--- config.mk ---
export PLATFORM = sky130hd
export DESIGN_NAME = adc_serial_readout_with_retry_flat
export DESIGN_NICKNAME = d
export VERILOG_FILES = /design/src/rtl/asr_pkg.sv /design/src/rtl/asr_in_if.sv /design/src/rtl/asr_out_if.sv /design/src/rtl/asr_cfg_if.sv /design/src/rtl/asr_cfg.sv /design/src/rtl/asr_div.sv /design/src/rtl/adc_serial_readout_with_retry.sv /design/src/flat_wrapper.sv
export SDC_FILE = /design/constraint.sdc
export NUM_CORES = 1
export LEC_CHECK = 0
export BUFFER_PORTS_ARGS = -buffer_cell sky130_fd_sc_hd__buf_2
export CORE_MARGIN = 1
export CORE_UTILIZATION = 58
export DETAILED_ROUTE_END_ITERATION = 16
export PLACE_DENSITY = 0.76
export SYNTH_ARGS = -nofsm -noshare
export SYNTH_HDL_FRONTEND = slang
export SYNTH_SLANG_ARGS = --single-unit
--- constraint.sdc ---
create_clock -name clk -period 7 [get_ports clk]
set_input_delay 1.4 -clock clk [delete_from_list [all_inputs] [get_ports clk]]
set_output_delay 1.4 -clock clk [all_outputs]
set_load 0.02 [all_outputs]
--- src/rtl/asr_pkg.sv ---
`timescale 1ns / 1ps
// Shared constants, codes and types of the serial converter readout.
package asr_pkg;

	localparam int CODE_BITS   = 24;
	localparam int MAX_SAMPLES = 1024;

	localparam int HALF_W   = 8;
	localparam int TMO_W    = 24;
	localparam int ATT_W    = 4;
	localparam int SAMP_W   = 11;
	localparam int CMD_W    = 2;
	localparam int STAT_W   = 2;
	localparam int VAL_W    = CODE_BITS + 1;
	localparam int RETRY_W  = 16;
	localparam int SUM_W    = CODE_BITS + SAMP_W;
	localparam int MAG_W    = SUM_W - 1;
	localparam int BIT_W    = $clog2(CODE_BITS + 1);
	localparam int CFG_IDX_W  = 4;
	localparam int CFG_DATA_W = 24;

	localparam logic [CMD_W-1:0] CMD_TICK = 2'd0;
	localparam logic [CMD_W-1:0] CMD_READ = 2'd1;
	localparam logic [CMD_W-1:0] CMD_TARE = 2'd2;
	localparam logic [CMD_W-1:0] CMD_AVG  = 2'd3;

	localparam logic [STAT_W-1:0] ST_OK      = 2'd0;
	localparam logic [STAT_W-1:0] ST_TIMEOUT = 2'd1;
	localparam logic [STAT_W-1:0] ST_LINK    = 2'd2;
	localparam logic [STAT_W-1:0] ST_FAILED  = 2'd3;

	localparam logic [CFG_IDX_W-1:0] REG_HALF    = 4'd0;
	localparam logic [CFG_IDX_W-1:0] REG_TIMEOUT = 4'd1;
	localparam logic [CFG_IDX_W-1:0] REG_ATTEMPT = 4'd2;
	localparam logic [CFG_IDX_W-1:0] REG_SAMPLES = 4'd3;

	localparam logic [HALF_W-1:0] HALF_RST    = 8'd40;
	localparam logic [TMO_W-1:0]  TIMEOUT_RST = 24'd500000;
	localparam logic [ATT_W-1:0]  ATTEMPT_RST = 4'd8;
	localparam logic [SAMP_W-1:0] SAMPLES_RST = 11'd16;

	typedef struct packed {
		logic [HALF_W-1:0] half_period_ticks;
		logic [TMO_W-1:0]  ready_timeout_ticks;
		logic [ATT_W-1:0]  read_attempts;
		logic [SAMP_W-1:0] sample_count;
	} cfg_t;

endpackage

--- src/rtl/asr_in_if.sv ---
`timescale 1ns / 1ps
// Tick channel carrying the command and the sampled DOUT level.
interface asr_in_if;
	logic                        valid;
	logic                        ready;
	logic [asr_pkg::CMD_W-1:0]   cmd;
	logic                        dout_level;

	modport source (output valid, output cmd, output dout_level, input ready);
	modport sink (input valid, input cmd, input dout_level, output ready);
endinterface

--- src/rtl/asr_out_if.sv ---
`timescale 1ns / 1ps
// Result channel carrying the pin level, status and value of one tick.
interface asr_out_if;
	logic                               valid;
	logic                               ready;
	logic                               sclk_level;
	logic                               busy_res;
	logic                               done_res;
	logic [asr_pkg::STAT_W-1:0]         status;
	logic signed [asr_pkg::VAL_W-1:0]   result_value;
	logic [asr_pkg::RETRY_W-1:0]        retry_total;

	modport source (output valid, output sclk_level, output busy_res, output done_res,
		output status, output result_value, output retry_total, input ready);
	modport sink (input valid, input sclk_level, input busy_res, input done_res,
		input status, input result_value, input retry_total, output ready);
endinterface

--- src/rtl/asr_cfg_if.sv ---
`timescale 1ns / 1ps
// Configuration write channel carrying a register index and write data.
interface asr_cfg_if;
	logic                              valid;
	logic                              ready;
	logic [asr_pkg::CFG_IDX_W-1:0]     index;
	logic [asr_pkg::CFG_DATA_W-1:0]    data;

	modport source (output valid, output index, output data, input ready);
	modport sink (input valid, input index, input data, output ready);
endinterface

--- src/rtl/asr_cfg.sv ---
`timescale 1ns / 1ps
// Configuration register file of the serial converter readout.
module asr_cfg (
	input  logic           clk,
	input  logic           arst_n,
	asr_cfg_if.sink        cfg_ch,
	output asr_pkg::cfg_t  cfg
);
	import asr_pkg::*;

	cfg_t cfg_q;

	assign cfg_ch.ready = 1'b1;
	assign cfg          = cfg_q;

	always_ff @(posedge clk or negedge arst_n) begin
		if (!arst_n) begin
			cfg_q.half_period_ticks   <= HALF_RST;
			cfg_q.ready_timeout_ticks <= TIMEOUT_RST;
			cfg_q.read_attempts       <= ATTEMPT_RST;
			cfg_q.sample_count        <= SAMPLES_RST;
		end else if (cfg_ch.valid) begin
			unique case (cfg_ch.index)
				REG_HALF:    cfg_q.half_period_ticks   <= cfg_ch.data[HALF_W-1:0];
				REG_TIMEOUT: cfg_q.ready_timeout_ticks <= cfg_ch.data[TMO_W-1:0];
				REG_ATTEMPT: cfg_q.read_attempts       <= cfg_ch.data[ATT_W-1:0];
				REG_SAMPLES: cfg_q.sample_count        <= cfg_ch.data[SAMP_W-1:0];
				default: ;
			endcase
		end
	end
endmodule

--- src/rtl/asr_div.sv ---
`timescale 1ns / 1ps
// Iterative restoring divider producing the truncated mean, one quotient bit per cycle.
module asr_div (
	input  logic                               clk,
	input  logic                               arst_n,
	input  logic                               start,
	input  logic signed [asr_pkg::SUM_W-1:0]   dividend,
	input  logic [asr_pkg::SAMP_W-1:0]         divisor,
	output logic                               done,
	output logic signed [asr_pkg::VAL_W-1:0]   quotient
);
	import asr_pkg::*;

	localparam int CNT_W = $clog2(MAG_W + 1);

	logic                  neg_q;
	logic [MAG_W-1:0]      mag_q;
	logic [SAMP_W-1:0]     rem_q;
	logic [SAMP_W-1:0]     den_q;
	logic [CNT_W-1:0]      cnt_q;
	logic                  run_q;
	logic                  done_q;

	logic [SUM_W-1:0]      abs_in;
	logic [SAMP_W:0]       rem_sh;
	logic                  ge;
	logic [SAMP_W:0]       rem_sub;
	logic [VAL_W-1:0]      mag_lo;

	assign abs_in  = dividend[SUM_W-1] ? SUM_W'(-dividend) : SUM_W'(dividend);
	assign rem_sh  = {rem_q, mag_q[MAG_W-1]};
	assign ge      = rem_sh >= {1'b0, den_q};
	assign rem_sub = rem_sh - {1'b0, den_q};
	assign mag_lo  = mag_q[VAL_W-1:0];

	assign done     = done_q;
	assign quotient = neg_q ? signed'(VAL_W'(-mag_lo)) : signed'(mag_lo);

	always_ff @(posedge clk or negedge arst_n) begin
		if (!arst_n) begin
			run_q  <= 1'b0;
			done_q <= 1'b0;
			cnt_q  <= '0;
		end else if (start) begin
			run_q  <= 1'b1;
			done_q <= 1'b0;
			cnt_q  <= CNT_W'(MAG_W);
		end else if (run_q) begin
			cnt_q <= cnt_q - 1'b1;
			if (cnt_q == CNT_W'(1)) begin
				run_q  <= 1'b0;
				done_q <= 1'b1;
			end
		end
	end

	always_ff @(posedge clk) begin
		if (start) begin
			neg_q <= dividend[SUM_W-1];
			mag_q <= abs_in[MAG_W-1:0];
			rem_q <= '0;
			den_q <= divisor;
		end else if (run_q) begin
			mag_q <= {mag_q[MAG_W-2:0], ge};
			rem_q <= ge ? rem_sub[SAMP_W-1:0] : rem_sh[SAMP_W-1:0];
		end
	end
endmodule

--- src/rtl/adc_serial_readout_with_retry.sv ---
`timescale 1ns / 1ps
// Top level of the serial converter readout: tick sequencer, output register and mean unit.
//
// Each transaction on cmd_ch is one clock tick of the converter interface and yields exactly
// one transaction on res_ch, so the block normally takes one tick per cycle. The tick that
// completes a tare or an averaged read is the exception: the truncated mean is formed by one
// shared restoring divider that retires one quotient bit per cycle, so that tick holds cmd_ch
// ready low until the divider is done and its result appears; then the next tick is taken.
// Ready also stays low while a finished result waits in the output register and res_ch stalls.
// Register writes take effect on the next cycle; indexes beyond the register list are ignored.
module adc_serial_readout_with_retry (
	input  logic      clk,
	input  logic      arst_n,
	asr_in_if.sink    cmd_ch,
	asr_out_if.source res_ch,
	asr_cfg_if.sink   cfg_ch
);
	import asr_pkg::*;

	localparam logic [2:0] PH_IDLE = 3'd0;
	localparam logic [2:0] PH_WAIT = 3'd1;
	localparam logic [2:0] PH_HIGH = 3'd2;
	localparam logic [2:0] PH_LOW  = 3'd3;
	localparam logic [2:0] PH_DIV  = 3'd4;

	cfg_t cfg;

	logic [2:0]               phase_q, phase_d;
	logic [CMD_W-1:0]         act_q, act_d;
	logic [TMO_W-1:0]         tick_q, tick_d;
	logic [BIT_W-1:0]         bit_q, bit_d;
	logic [CODE_BITS-1:0]     shift_q, shift_d;
	logic [ATT_W-1:0]         att_q, att_d;
	logic [SAMP_W-1:0]        samp_q, samp_d;
	logic signed [SUM_W-1:0]  sum_q, sum_d;
	logic signed [CODE_BITS-1:0] offset_q;
	logic [RETRY_W-1:0]       retry_q, retry_d;
	logic                     clk_q, clk_d;
	logic                     pend_sclk_q;

	logic                     out_valid_q;
	logic                     out_sclk_q;
	logic                     out_busy_q;
	logic                     out_done_q;
	logic [STAT_W-1:0]        out_status_q;
	logic signed [VAL_W-1:0]  out_value_q;
	logic [RETRY_W-1:0]       out_retry_q;

	logic                     out_free;
	logic                     accept;
	logic                     div_go;
	logic                     div_done;
	logic signed [VAL_W-1:0]  div_quot;
	logic signed [VAL_W-1:0]  mean_out;

	logic [HALF_W-1:0]        half;
	logic [ATT_W-1:0]         lim;
	logic [SAMP_W-1:0]        nsamp;
	logic [TMO_W-1:0]         tick_inc;
	logic [BIT_W-1:0]         bit_inc;
	logic [ATT_W:0]           att_inc;
	logic [SAMP_W-1:0]        samp_inc;
	logic signed [SUM_W-1:0]  code;
	logic                     word_bad;
	logic                     fail;
	logic [STAT_W-1:0]        fail_kind;
	logic [ATT_W-1:0]         ret_n;
	logic [RETRY_W:0]         ret_sum;
	logic                     fin_done;
	logic [STAT_W-1:0]        fin_status;
	logic signed [VAL_W-1:0]  fin_value;

	asr_cfg u_cfg (
		.clk    (clk),
		.arst_n (arst_n),
		.cfg_ch (cfg_ch),
		.cfg    (cfg)
	);

	asr_div u_div (
		.clk      (clk),
		.arst_n   (arst_n),
		.start    (div_go && accept),
		.dividend (sum_d),
		.divisor  (nsamp),
		.done     (div_done),
		.quotient (div_quot)
	);

	assign out_free     = !out_valid_q || res_ch.ready;
	assign cmd_ch.ready = (phase_q != PH_DIV) && out_free;
	assign accept       = cmd_ch.valid && cmd_ch.ready;

	assign half  = (cfg.half_period_ticks == '0) ? HALF_W'(1) : cfg.half_period_ticks;
	assign lim   = (cfg.read_attempts == '0) ? ATT_W'(1) : cfg.read_attempts;
	assign nsamp = (cfg.sample_count == '0) ? SAMP_W'(1) :
		(cfg.sample_count > SAMP_W'(MAX_SAMPLES)) ? SAMP_W'(MAX_SAMPLES) : cfg.sample_count;

	assign tick_inc = tick_q + 1'b1;
	assign bit_inc  = bit_q + 1'b1;
	assign att_inc  = {1'b0, att_q} + 1'b1;
	assign samp_inc = samp_q + 1'b1;
	assign code     = SUM_W'(signed'(shift_q));
	assign word_bad = !cmd_ch.dout_level || (shift_q == '0) || (shift_q == '1);

	assign mean_out = (act_q == CMD_TARE) ? div_quot :
		VAL_W'(div_quot - VAL_W'(offset_q));

	always_comb begin
		phase_d    = phase_q;
		act_d      = act_q;
		tick_d     = tick_q;
		bit_d      = bit_q;
		shift_d    = shift_q;
		att_d      = att_q;
		samp_d     = samp_q;
		sum_d      = sum_q;
		clk_d      = clk_q;
		fail       = 1'b0;
		fail_kind  = ST_OK;
		ret_n      = '0;
		div_go     = 1'b0;
		fin_done   = 1'b0;
		fin_status = ST_OK;
		fin_value  = '0;

		unique case (phase_q)
			PH_IDLE: begin
				if (cmd_ch.cmd != CMD_TICK) begin
					act_d   = cmd_ch.cmd;
					att_d   = '0;
					samp_d  = '0;
					sum_d   = '0;
					phase_d = PH_WAIT;
					tick_d  = '0;
					bit_d   = '0;
					shift_d = '0;
					clk_d   = 1'b0;
				end
			end
			PH_WAIT: begin
				if (!cmd_ch.dout_level) begin
					phase_d = PH_HIGH;
					tick_d  = '0;
					clk_d   = 1'b1;
				end else if (tick_q >= cfg.ready_timeout_ticks) begin
					fail      = 1'b1;
					fail_kind = ST_TIMEOUT;
				end else begin
					tick_d = tick_inc;
				end
			end
			PH_HIGH: begin
				tick_d = tick_inc;
				if (tick_inc >= TMO_W'(half)) begin
					shift_d = {shift_q[CODE_BITS-2:0], cmd_ch.dout_level};
					clk_d   = 1'b0;
					tick_d  = '0;
					phase_d = PH_LOW;
				end
			end
			PH_LOW: begin
				tick_d = tick_inc;
				if (tick_inc >= TMO_W'(half)) begin
					tick_d = '0;
					bit_d  = bit_inc;
					if (bit_inc >= BIT_W'(CODE_BITS)) begin
						if (word_bad) begin
							fail      = 1'b1;
							fail_kind = ST_LINK;
						end else if (act_q == CMD_READ) begin
							phase_d    = PH_IDLE;
							clk_d      = 1'b0;
							fin_done   = 1'b1;
							fin_value  = VAL_W'(code);
						end else begin
							ret_n  = att_q;
							att_d  = '0;
							sum_d  = sum_q + code;
							samp_d = samp_inc;
							if (samp_inc < nsamp) begin
								phase_d = PH_WAIT;
								bit_d   = '0;
								shift_d = '0;
								clk_d   = 1'b0;
							end else begin
								phase_d = PH_DIV;
								clk_d   = 1'b0;
								div_go  = 1'b1;
							end
						end
					end else begin
						clk_d   = 1'b1;
						phase_d = PH_HIGH;
					end
				end
			end
			PH_DIV: ;
			default: ;
		endcase

		if (fail) begin
			if (act_q == CMD_READ) begin
				phase_d    = PH_IDLE;
				clk_d      = 1'b0;
				fin_done   = 1'b1;
				fin_status = fail_kind;
			end else if (att_inc >= {1'b0, lim}) begin
				att_d      = att_inc[ATT_W-1:0];
				ret_n      = lim;
				phase_d    = PH_IDLE;
				clk_d      = 1'b0;
				fin_done   = 1'b1;
				fin_status = ST_FAILED;
			end else begin
				att_d   = att_inc[ATT_W-1:0];
				phase_d = PH_WAIT;
				tick_d  = '0;
				bit_d   = '0;
				shift_d = '0;
				clk_d   = 1'b0;
			end
		end

		ret_sum = {1'b0, retry_q} + (RETRY_W + 1)'(ret_n);
		retry_d = ret_sum[RETRY_W] ? '1 : ret_sum[RETRY_W-1:0];
	end

	always_ff @(posedge clk or negedge arst_n) begin
		if (!arst_n) begin
			phase_q     <= PH_IDLE;
			act_q       <= CMD_TICK;
			tick_q      <= '0;
			bit_q       <= '0;
			shift_q     <= '0;
			att_q       <= '0;
			samp_q      <= '0;
			sum_q       <= '0;
			offset_q    <= '0;
			retry_q     <= '0;
			clk_q       <= 1'b0;
			pend_sclk_q <= 1'b0;
			out_valid_q <= 1'b0;
		end else begin
			if (accept) begin
				phase_q     <= phase_d;
				act_q       <= act_d;
				tick_q      <= tick_d;
				bit_q       <= bit_d;
				shift_q     <= shift_d;
				att_q       <= att_d;
				samp_q      <= samp_d;
				sum_q       <= sum_d;
				retry_q     <= retry_d;
				clk_q       <= clk_d;
				pend_sclk_q <= clk_q;
				out_valid_q <= !div_go;
			end else if (phase_q == PH_DIV && div_done && out_free) begin
				phase_q     <= PH_IDLE;
				out_valid_q <= 1'b1;
				if (act_q == CMD_TARE) begin
					offset_q <= div_quot[CODE_BITS-1:0];
				end
			end else if (res_ch.ready) begin
				out_valid_q <= 1'b0;
			end
		end
	end

	always_ff @(posedge clk) begin
		if (accept) begin
			out_sclk_q   <= clk_q;
			out_busy_q   <= (phase_d != PH_IDLE);
			out_done_q   <= fin_done;
			out_status_q <= fin_status;
			out_value_q  <= fin_value;
			out_retry_q  <= retry_d;
		end else if (phase_q == PH_DIV && div_done && out_free) begin
			out_sclk_q   <= pend_sclk_q;
			out_busy_q   <= 1'b0;
			out_done_q   <= 1'b1;
			out_status_q <= ST_OK;
			out_value_q  <= mean_out;
			out_retry_q  <= retry_q;
		end
	end

	assign res_ch.valid        = out_valid_q;
	assign res_ch.sclk_level   = out_sclk_q;
	assign res_ch.busy_res     = out_busy_q;
	assign res_ch.done_res     = out_done_q;
	assign res_ch.status       = out_status_q;
	assign res_ch.result_value = out_value_q;
	assign res_ch.retry_total  = out_retry_q;
endmodule
--- src/flat_wrapper.sv ---
// flat-port wrapper written by rule: the top's interface ports become plain ports
module adc_serial_readout_with_retry_flat import asr_pkg::*;
  (clk, arst_n, cmd_ch_valid, cmd_ch_cmd, cmd_ch_dout_level, cmd_ch_ready, res_ch_valid, res_ch_sclk_level, res_ch_busy_res, res_ch_done_res, res_ch_status, res_ch_result_value, res_ch_retry_total, res_ch_ready, cfg_ch_valid, cfg_ch_index, cfg_ch_data, cfg_ch_ready);
  asr_in_if cmd_ch_i ();
  asr_out_if res_ch_i ();
  asr_cfg_if cfg_ch_i ();
  input  logic clk;
  input  logic arst_n;
  input wire logic [$bits(cmd_ch_i.valid)-1:0] cmd_ch_valid;
  input wire logic [$bits(cmd_ch_i.cmd)-1:0] cmd_ch_cmd;
  input wire logic [$bits(cmd_ch_i.dout_level)-1:0] cmd_ch_dout_level;
  output wire logic [$bits(cmd_ch_i.ready)-1:0] cmd_ch_ready;
  output wire logic [$bits(res_ch_i.valid)-1:0] res_ch_valid;
  output wire logic [$bits(res_ch_i.sclk_level)-1:0] res_ch_sclk_level;
  output wire logic [$bits(res_ch_i.busy_res)-1:0] res_ch_busy_res;
  output wire logic [$bits(res_ch_i.done_res)-1:0] res_ch_done_res;
  output wire logic [$bits(res_ch_i.status)-1:0] res_ch_status;
  output wire logic [$bits(res_ch_i.result_value)-1:0] res_ch_result_value;
  output wire logic [$bits(res_ch_i.retry_total)-1:0] res_ch_retry_total;
  input wire logic [$bits(res_ch_i.ready)-1:0] res_ch_ready;
  input wire logic [$bits(cfg_ch_i.valid)-1:0] cfg_ch_valid;
  input wire logic [$bits(cfg_ch_i.index)-1:0] cfg_ch_index;
  input wire logic [$bits(cfg_ch_i.data)-1:0] cfg_ch_data;
  output wire logic [$bits(cfg_ch_i.ready)-1:0] cfg_ch_ready;
  assign cmd_ch_i.valid = cmd_ch_valid;
  assign cmd_ch_i.cmd = cmd_ch_cmd;
  assign cmd_ch_i.dout_level = cmd_ch_dout_level;
  assign cmd_ch_ready = cmd_ch_i.ready;
  assign res_ch_valid = res_ch_i.valid;
  assign res_ch_sclk_level = res_ch_i.sclk_level;
  assign res_ch_busy_res = res_ch_i.busy_res;
  assign res_ch_done_res = res_ch_i.done_res;
  assign res_ch_status = res_ch_i.status;
  assign res_ch_result_value = res_ch_i.result_value;
  assign res_ch_retry_total = res_ch_i.retry_total;
  assign res_ch_i.ready = res_ch_ready;
  assign cfg_ch_i.valid = cfg_ch_valid;
  assign cfg_ch_i.index = cfg_ch_index;
  assign cfg_ch_i.data = cfg_ch_data;
  assign cfg_ch_ready = cfg_ch_i.ready;
  adc_serial_readout_with_retry u_core (.clk(clk), .arst_n(arst_n), .cmd_ch(cmd_ch_i), .res_ch(res_ch_i), .cfg_ch(cfg_ch_i));
endmodule
# Word-level counts from Yosys, hierarchy flattened
# Index checks and enable logic that the tools add are counted.
[op_classes]
eq_ne = 22
bitwise_logic = 1
n_addsub = 11
magnitude_cmp = 7
reduce_logical = 35
mux = 147
[op_table]
columns = ["op", "n"]
rows = [
  ["$mux W24", 17],
  ["$mux W25", 9],
  ["$mux W35", 5],
  ["$pmux W24 S3", 2],
  ["$mux W34", 3],
  ["$mux W11", 8],
  ["$pmux W35 S2", 1],
  ["$mux W4", 16],
  ["$mux W16", 3],
  ["$mux W5", 9],
  ["$mux W1", 43],
  ["$mux W3", 12],
  ["$add A35 B24 Y35", 1],
  ["$neg A34 Y34", 1],
  ["$neg A25 Y25", 1],
  ["$sub A25 B24 Y25", 1],
  ["$add A24 B1 Y24 const B", 1],
  ["$eq A24 B24 Y1 const B", 1],
  ["$ge A24 B24 Y1", 1],
  ["$ge A24 B8 Y1", 1],
  ["$logic_not A24 Y1", 1],
  ["$pmux W11 S2", 1],
  ["$mux W2", 9],
  ["$add A16 B4 Y17", 1],
  ["47 further kinds", 75],
]
[word_totals]
input_bits = 36
output_inout_bits = 49
reg_bits = 309

# Logic depth before layout (Yosys ltp)
# Gate-level depths: netlist of run 1.
[logic_depth]
depth_word = 13
depth_mapped = 27
ltp_nobuf = 24

# Hierarchy
# From an unflattened synthesis of run 1, not the netlist that was laid out.
[hier_totals]
hier_cells = 2240
hier_area_um2 = 21074.0
[modules_own_cells]
columns = ["mod", "area_each_um2", "cells_per_inst", "instances", "seq_area_each_um2"]
rows = [
  ["adc_serial_readout_with_retry", 14635.3, 1650, 1, 5159.9],
  ["asr_div", 4523.1, 483, 1, 1801.7],
  ["asr_cfg", 1915.6, 107, 1, 1189.9],
]

# Least setup slack after synthesis of run 1
# Ideal clock, no wire load.
[synth_timing]
kind = "input port to flip-flop"
start = "input port cmd_ch_dout_level"
end = "register u_core.out_retry_q[7], in the netlist u_core.res_ch.retry_total[7] (data pin)"
n_path_buf = 6
t_arrival_ns = 5.153
t_required_ns = 6.830
slack_ns = 1.677
cell_stages = 20
setup_time_ns = 0.170
path_cell_list = "o21ai_0 > or2_2 > clkbuf_1 > or3_1 > buf_2 > nor2_4 > buf_6 > clkbuf_1 > buf_1 > a22o_1 > ha_1 > inv_1 > fa_1 > inv_1 > a21o_1 > a21oi_1 > nor4_1 > nand2_1 > clkbuf_1 > o21ai_0"
[synth_between]
elab_chain_len = 13
[synth_rtl]
columns = ["element", "line", "rtl"]
rows = [
  ["from (decl)", "flat_wrapper.sv:11", "input wire logic [$bits(cmd_ch_i.dout_level)-1:0] cmd_ch_dout_level;"],
  ["$logic_not A1 Y1", "adc_serial_readout_with_retry.sv:104", "assign word_bad = !cmd_ch.dout_level || (shift_q == '0) || (shift_q == '1);"],
  ["$logic_or A1 B1 Y1 (2 in a row)", "adc_serial_readout_with_retry.sv:104", ""],
  ["$mux W4", "adc_serial_readout_with_retry.sv:168", "if (word_bad) begin"],
  ["$mux W4", "adc_serial_readout_with_retry.sv:167", "if (bit_inc >= BIT_W'(CODE_BITS)) begin"],
  ["$mux W4", "adc_serial_readout_with_retry.sv:164", "if (tick_inc >= TMO_W'(half)) begin"],
  ["$mux W4", "adc_serial_readout_with_retry.sv:127", "unique case (phase_q)"],
  ["$mux W4", "adc_serial_readout_with_retry.sv:208", "end else if (att_inc >= {1'b0, lim}) begin"],
  ["$mux W4", "adc_serial_readout_with_retry.sv:203", "if (act_q == CMD_READ) begin"],
  ["$mux W4 *", "adc_serial_readout_with_retry.sv:202", "if (fail) begin"],
  ["$add A16 B4 Y17 *", "adc_serial_readout_with_retry.sv:225", "ret_sum = {1'b0, retry_q} + (RETRY_W + 1)'(ret_n);"],
  ["$mux W16 *", "adc_serial_readout_with_retry.sv:226", "retry_d = ret_sum[RETRY_W] ? '1 : ret_sum[RETRY_W-1:0];"],
  ["$mux W16 *", "adc_serial_readout_with_retry.sv:271", "if (accept) begin"],
  ["to (signal assigned)", "adc_serial_readout_with_retry.sv:277", "out_retry_q <= retry_d;"],
  ["to (signal assigned)", "adc_serial_readout_with_retry.sv:284", "out_retry_q <= retry_q;"],
  ["to (decl)", "adc_serial_readout_with_retry.sv:47", "logic [RETRY_W-1:0] out_retry_q;"],
]
# Every way passes the cells marked *; elsewhere a longest branch is shown, timed or not.
# A chain may end at the register's enable or synchronous reset.

# Worst setup path in the final report of run 1
[layout_timing]
start = "register u_core.tick_q[2]"
end = "register u_core.u_div.mag_q[26] (data pin)"
[layout_between]
elab_chain_len = 7
[layout_rtl]
columns = ["element", "line", "rtl"]
rows = [
  ["from (decl)", "adc_serial_readout_with_retry.sv:30", "logic [TMO_W-1:0] tick_q, tick_d;"],
  ["from (signal assigned)", "adc_serial_readout_with_retry.sv:248", "tick_q <= tick_d;"],
  ["$add A24 B1 Y24 *", "adc_serial_readout_with_retry.sv:99", "assign tick_inc = tick_q + 1'b1;"],
  ["$ge A24 B8 Y1 *", "adc_serial_readout_with_retry.sv:164", ""],
  ["$mux W35", "adc_serial_readout_with_retry.sv:164", ""],
  ["$pmux W35 S2", "adc_serial_readout_with_retry.sv:127", ""],
  ["$neg A34 Y34", "asr_div.sv:30", "assign abs_in = dividend[SUM_W-1] ? SUM_W'(-dividend) : SUM_W'(dividend);"],
  ["$mux W34", "asr_div.sv:30", ""],
  ["$mux W34 *", "asr_div.sv:58", "if (start) begin"],
  ["to (signal assigned)", "asr_div.sv:60", "mag_q <= abs_in[MAG_W-1:0];"],
  ["to (signal assigned)", "asr_div.sv:64", "mag_q <= {mag_q[MAG_W-2:0], ge};"],
  ["to (decl)", "asr_div.sv:17", "logic [MAG_W-1:0] mag_q;"],
]
# Marked as above.

==> flow_summary.ini, run 1 <==
[outcome]
outcome = finished clean

[clock_network]
h-tree-depth = 2
cts_tree = built
ctsResizeCount = 0
post-cts-setup-buffers = 0
clock-sinks = 309
holdBufCountCts = 0
cts.clk_slew.worst_paths_ns = 0.06
clk_path_buf_depth = 3
ctsRootBufferMaster = clkbuf_16
clock_latency_ns = 0.56
cts_buffers = 36

[timing]
hold_violations = 0
worstMarginPinSlew_ns = 1.215
rsz0062_at_grt = false
setup_tns_ns = 0
finalCriticalPeriod_ns = 6.082
setup_violations = 0
skew_ns = 0.03434
slew_viol_final = 0
fin_crit_sh = 0.8689
timing.fmax_mhz = 164.4
relSlewSlack = 0.1870
fin_ws_ns = 0.9176

[floorplan]
fp.dieW_um = 189.8
initial_core_util = 0.5905
die_height_um = 189.8
io_pins = 85
row_count = 68
design.die.area_um2 = 36010
core_um2 = 34630

[synthesis]
yosysWarnings = 0
ys.flop_type = dfrtp_1
ys_ff_latch = 309
synthDistinctLibCells = 92
syn_area_per_cell_um2 = 8.783
synthArstFlopShare = 0.6667
netlist.area_leader.share = 0.2386
synthCells = 2328
seq_area_frac_synth = 0.3987
synth_nets = 2496
ys_top_cells_by_area = dfrtp_1, edfxtp_1, ha_1
synth_edf_count = 92
yosysTopAreaCell = dfrtp_1
syn_area_um2 = 20450

[route]
via_per_inst = 6.206
post-route-drc-count = 0
via_count = 17660
drt-pass1-iter-count = 6
ant_nets = 0
drt_iter0_markers = 1465
wire_per_inst_um = 19.29
wirelength_um = 54890

[worst_setup_path]
setup.worst_path.class = register to register
crit_required_ns = 7.29
max_stage_delay_ns = 0.69
crit_chain = nand3_1 > or2_2 > xnor2_1 > ha_1 > a21oi_1 > nand4_1 > nand4b_2 > nor3_2 > and3_1 > nor2_4 > buf_4 > a22oi_1 > ha_1 > nand4_1 > nor4_4 > a31oi_1 > xnor2_1 > mux2_2
cp_slowest_cell = and3_1
critPathMaxFanout = 19
critPathLaunchType = register
end_kind = register
arrival_ns = 6.37

[finish]
seqCellArea_um2 = 8152
multi_input_area_um2 = 11340
area_growth_syn_to_layout_pct = 9.644
nFillCells = 2887
nets = 2531
fin_area_um2 = 22420
final_cell_mix = nand2_1, o21ai_0, dfrtp_1
drive_gt1_frac = 0.09996
layout_commonest_cell = nand2_1
diodes = 0

[placed_design]
placed_cell_area_um2 = 21190
port_buffers = 83
gp_congestion = 0.9378
post-place-ws_ns = 1.032
hpwl_um = 39390

[power_and_ir_drop]
ir_worst_vdd_mv = 0.2215
switching_share = 0.3218
p_int_mw = 3.571
p_leak_nw = 9.882
power_mw = 5.265
power_frac_comb = 0.220
p_clk_frac = 0.375
pwr-share-seq = 0.405
p_sw_mw = 1.694
pwr_density_cell_nw_per_um2 = 234.8

[grt]
grt_pass1_vias = 16800
grt_usage = 0.3059
grt_pass1_wl_um = 87300
antenna_found_initial = 1
grt_overflow = 0
grt_max_degree = 175

[run]
cap_violations = 0

[min_path]
hold_path.class = register to register
==> final timing paths <==
| check | cells past startpoint | endpoint | slack (ns) | start |
|---|---|---|---|---|
| min in group asynchronous | 1 | u_core.offset_q[15]$_DFFE_PN0P_ | 0.75 | arst_n |
| setup / recovery | 18 | u_core.u_div.mag_q[26]$_DFFE_PP_ | 0.92 | u_core.tick_q[2]$_DFFE_PN0P_ |
| setup reg to reg | 18 | u_core.u_div.mag_q[26]$_DFFE_PP_ | 0.92 | u_core.tick_q[2]$_DFFE_PN0P_ |
| hold reg to reg | 2 | u_core.offset_q[21]$_DFFE_PN0P_ | 0.48 | u_core.offset_q[21]$_DFFE_PN0P_ |
| max in group asynchronous | 2 | u_core.sum_q[23]$_DFFE_PN0P_ | 4.85 | arst_n |
| hold / removal | 2 | u_core.offset_q[21]$_DFFE_PN0P_ | 0.48 | u_core.offset_q[21]$_DFFE_PN0P_ |
==> power by group through the flow <==
stage          sequential, mW  combinational (mW)  clock [mW]
4_1_cts                  2.13                1.15        2.01
3_5_place_dp             2.16                1.14           0
3_3_place_gp             2.15                1.11           0
5_1_grt                  2.14                1.28        2.07
6_report                 2.13                1.16        1.97
2_1_floorplan            2.14               0.759           0
==> synth_stat cells (32+ instances only) <==
library cell  number
nand2_1          307
o21ai_0          235
dfrtp_1          195
a21oi_1          177
inv_1            141
nor2_1           135
ha_1             128
edfxtp_1          92
clkbuf_1          79
xor2_1            73
xnor2_1           68
nand3_1           53
a22o_1            42
nor3_1            42
a21o_1            41
and3_1            32
==> metal layers <==
metal	wire length (um)	vias up	GRT usage
li1	-	8488	-
met3	3407	124	0.05018
met5	6	-	0
met4	2229	2	0.1275
met1	23120	8471	0.3980
met2	26120	577	0.5063
==> cell families (layout without fill, tap and decap cells) <==
family	Yosys count	count (layout)	synth area share
buffers and inverters	249	312	0.04810
and+or+nand+nor	762	762	0.1811
adders and majority gates	132	132	0.08224
muxes	38	38	0.02007
xor gates and xnor gates	141	141	0.06040
DFF	309	309	0.3987
other	1	1	0.0001834
AOI/OAI and AO/OA	696	696	0.2092
==> sequential cells by signal, summed over array words and instances (netlist names), 2 cells and up <==
signal	flops
u_core.offset_q	24
u_core.att_q	4
u_core.sum_q	35
u_core.shift_q	24
u_core.res_ch.result_value	25
u_core.act_q	2
u_core.u_div.den_q	11
u_core.u_cfg.cfg	47
u_core.u_div.mag_q	34
u_core.res_ch.status	2
u_core.bit_q	5
u_core.tick_q	24
u_core.u_div.rem_q	11
u_core.phase_q	3
u_core.res_ch.retry_total	16
u_core.u_div.cnt_q	6
u_core.samp_q	11
u_core.retry_q	16
==> critical path, delay by kind of cell, from the launching register on <==
family | cells | cell delay, ns
simple gates | 9 | 3.20
xor+xnor | 2 | 0.31
compound gates | 3 | 0.62
fa+ha+maj | 2 | 0.63
mux | 1 | 0.27
flops | 1 | 0.48
buf+inv | 1 | 0.30
==> layout make-up <==
| class | count | share of cell area |
|---|---|---|
| Inverter | 143 | 0.02394 |
| Multi-Input combinational cell | 1770 | 0.5059 |
| Clock inverter | 16 | 0.008706 |
| Clock buffer | 50 | 0.04627 |
| Sequential cell | 309 | 0.3636 |
| Timing Repair Buffer | 103 | 0.02617 |
| Tap cell | 455 | 0.02539 |
==> through the flow <==
| stage | hold WS, ns | instances | util |
|---|---|---|---|
| final | 0.4787 | 2846 | 0.6474 |
| after global placement | 0.4623 | 2780 | 0.6118 |
| after detailed placement | 0.4632 | 2780 | 0.6118 |
| after global routing | 0.5019 | 2846 | 0.6474 |
| after CTS | 0.4841 | 2846 | 0.6474 |
| after floorplan | 0.4367 | 2328 | - |
No activity file was read; power rests on OpenSTA's default activity.
==> run 2, diff against run 1 <==
--- a/config.mk
+++ b/config.mk
@@ -6,10 +6,11 @@
 export NUM_CORES = 1
 export LEC_CHECK = 0
 export BUFFER_PORTS_ARGS = -buffer_cell sky130_fd_sc_hd__buf_2
-export CORE_MARGIN = 1
-export CORE_UTILIZATION = 58
+export CORE_MARGIN = 3
+export CORE_UTILIZATION = 57
+export CTS_CLUSTER_SIZE = 20
 export DETAILED_ROUTE_END_ITERATION = 16
-export PLACE_DENSITY = 0.76
+export PLACE_DENSITY = 0.77
 export SYNTH_ARGS = -nofsm -noshare
 export SYNTH_HDL_FRONTEND = slang
 export SYNTH_SLANG_ARGS = --single-unit
==> constraint.sdc (replaced) <==
create_clock -name clk -period 5.33 [get_ports clk]
set_input_delay 1.066 -clock clk [delete_from_list [all_inputs] [get_ports clk]]
set_output_delay 1.066 -clock clk [all_outputs]
set_load 0.02 [all_outputs]
==> run 2 against run 1 <==
  * Wire length up 1.2%
  * Largest power group unchanged
  * Die area increased by 6.0%
  * Via count grew 0.52%
  * Non-clock buffer count up 37
  * Maximum frequency rose by 23%
  * Utilization is 0.53 points higher
  * Highest routed layer is now met4
  * First-iteration DRC count up 0.61%
==> flow_summary.ini, run 2 (synthesis results as in run 1) <==
[finish]
nets = 2568
drive_gt1_frac = 0.1199
nFillCells = 2868
fin_area_um2 = 22820
layout_commonest_cell = nand2_1
area_growth_syn_to_layout_pct = 11.62
largest_reg_flops = 47
final_cell_mix = nand2_1, o21ai_0, dfrtp_1

[clock_network]
holdBufCountCts = 0
cts_tree = built
clock_latency_ns = 0.56
ctsRootBufferMaster = clkbuf_16
clock-sinks = 309
clk_path_buf_depth = 3
cts.clk_slew.worst_paths_ns = 0.06
cts_buffers = 36
h-tree-depth = 2

[floorplan]
design.die.area_um2 = 38180
io_pins = 85
core_um2 = 34970
fp.dieW_um = 195.4
row_count = 68
die_height_um = 195.4
initial_core_util = 0.5847

[grt]
grt_max_degree = 96
grt_usage = 0.2864
grt_overflow = 0
antenna_found_initial = 2
grt_pass1_wl_um = 89640
grt_pass1_vias = 17220

[worst_setup_path]
crit_required_ns = 5.69
worstSetupEndpoint = u_core.res_ch.retry_total[10]$_DFFE_PP_
arrival_ns = 5.32
critPathLaunchType = register
r2r_end = u_core.res_ch.retry_total[10]$_DFFE_PP_
critPathMaxFanout = 11
end_kind = register
r2r_setup_slack_ns = 0.37
reg2reg_depth = 21
cp-startpoint = u_core.tick_q[0]$_DFFE_PN0P_
worstReg2RegStart = u_core.tick_q[0]$_DFFE_PN0P_
setup.worst_path.class = register to register

[timing]
finalCriticalPeriod_ns = 4.958
skew_ns = 0.01605
timing.fmax_mhz = 201.7
slew_viol_final = 0
hold_violations = 0
rsz0062_at_grt = false
setup_violations = 0
worstMarginPinSlew_ns = 1.128
fin_crit_sh = 0.9303
fin_ws_ns = 0.3717
relSlewSlack = 0.2286

[outcome]
outcome = finished clean

[power_and_ir_drop]
pwr_density_cell_nw_per_um2 = 306.3
p_leak_nw = 10.32
ir_worst_vdd_mv = 0.2770

[route]
wl_met3_um = 3449
drt_iter0_markers = 1474
wire_per_inst_um = 19.26
wirelength_met1_um = 23480
dr_wl_met2_um = 26910
wirelength_um = 55570
post-route-drc-count = 0
via_count = 17750
ant_nets = 0
drt-pass1-iter-count = 6
via_per_inst = 6.154
top_layer = met4

[min_path]
min_from = u_core.offset_q[13]$_DFFE_PN0P_
hold_path.class = register to register

[placed_design]
port_buffers = 83
gp_congestion = 0.9469
placed_cell_area_um2 = 21460
hpwl_um = 39940
post-place-ws_ns = -0.08235

[run]
cap_violations = 0
[run 2: cell count changes in the layout (fill, tap and decap cells not counted), moves of 2 or more]
cell,before,now
buf_4,19,55
a21oi_1,177,175
dfrtp_1,195,191
o21ai_1,21,23
clkinv_2,7,4
nor3_4,0,2
dfrtp_2,0,4
nor3_1,41,39
o21ai_0,235,233
a21oi_2,0,2
clkbuf_8,3,6
diode_2,0,2
[run 2: layout make-up]
type / count / area [um2] / share of cell area
repair buffers: 140 / 877.1 / 0.03843
diodes: 2 / 5.005 / 0.0002193
clock inverters: 12 / 150.1 / 0.006579
flip-flops and latches: 309 / 8157 / 0.3574
well taps: 455 / 569.3 / 0.02494
multi-input cells: 1770 / 11420 / 0.5006
inverters: 143 / 536.8 / 0.02352
clock buffers: 54 / 1104 / 0.04835
[run 2: per-layer routing]
layer	vias to the layer above	track usage
met5	-	0
met2	583	0.4806
met3	113	0.03968
met4	0	0.1022
met1	8520	0.3818
li1	8537	-
[run 2: how the worst min path moves through the flow]
stage / end / slack, ns / depth (start not counted)
floorplan: u_core.pend_sclk_q$_DFFE_PN0P_ / 0.44 / 2
global placement: u_core.offset_q[17]$_DFFE_PN0P_ / 0.46 / 2
detailed placement: u_core.offset_q[13]$_DFFE_PN0P_ / 0.47 / 2
CTS: u_core.offset_q[13]$_DFFE_PN0P_ / 0.48 / 2
global route: u_core.offset_q[20]$_DFFE_PN0P_ / 0.51 / 2
finish: u_core.offset_q[13]$_DFFE_PN0P_ / 0.48 / 2
[run 2: per-stage QoR]
stage | utilization | total power [mW] | std cells | setup TNS, ns | hold WS (ns)
final | 0.6527 | 6.991 | 2885 | 0 | 0.4787
after global routing | 0.6526 | 7.311 | 2884 | 0 | 0.5109
after CTS | 0.6499 | 7.014 | 2881 | 0 | 0.4831
after detailed placement | 0.6137 | 4.381 | 2815 | -0.2557 | 0.4704
after global placement | 0.6137 | 4.334 | 2815 | 0 | 0.4637
after floorplan | - | 3.800 | 2328 | 0 | 0.4367
[run 2: repair_timing]
| item | CTS | global route |
|---|---|---|
| endpoints found under the hold margin | 0 | 0 |
| pin swaps | 0 | 1 |
| gates resized for setup | 3 | 18 |
| setup buffers | 0 | 2 |
| setup endpoints to repair | 6 | 44 |
[run 2: worst max-delay path, cell delays in order (launching register included)]
cell and delay, ns:
dfrtp_1 0.44, ha_2 0.28, nand4_2 0.17, or4_4 0.62
xor2_1 0.17, a31o_1 0.23, o311a_1 0.12, a31oi_1 0.28
nand2_1 0.16, nand3_1 0.19, and3_1 0.25, a22o_1 0.15
ha_1 0.16, inv_1 0.06, fa_1 0.41, inv_1 0.07
a21o_1 0.12, a21oi_2 0.07, nor4_1 0.28, buf_4 0.19
nand2_2 0.14, o21ai_1 0.19
[run 2: where the power goes]
part	leakage (nW)	switching, mW	internal (mW)
clock	0.612	1.02	1.58
sequential	3.66	0.135	2.64
combinational	6.05	1.05	0.550
total	10.3	2.21	4.78
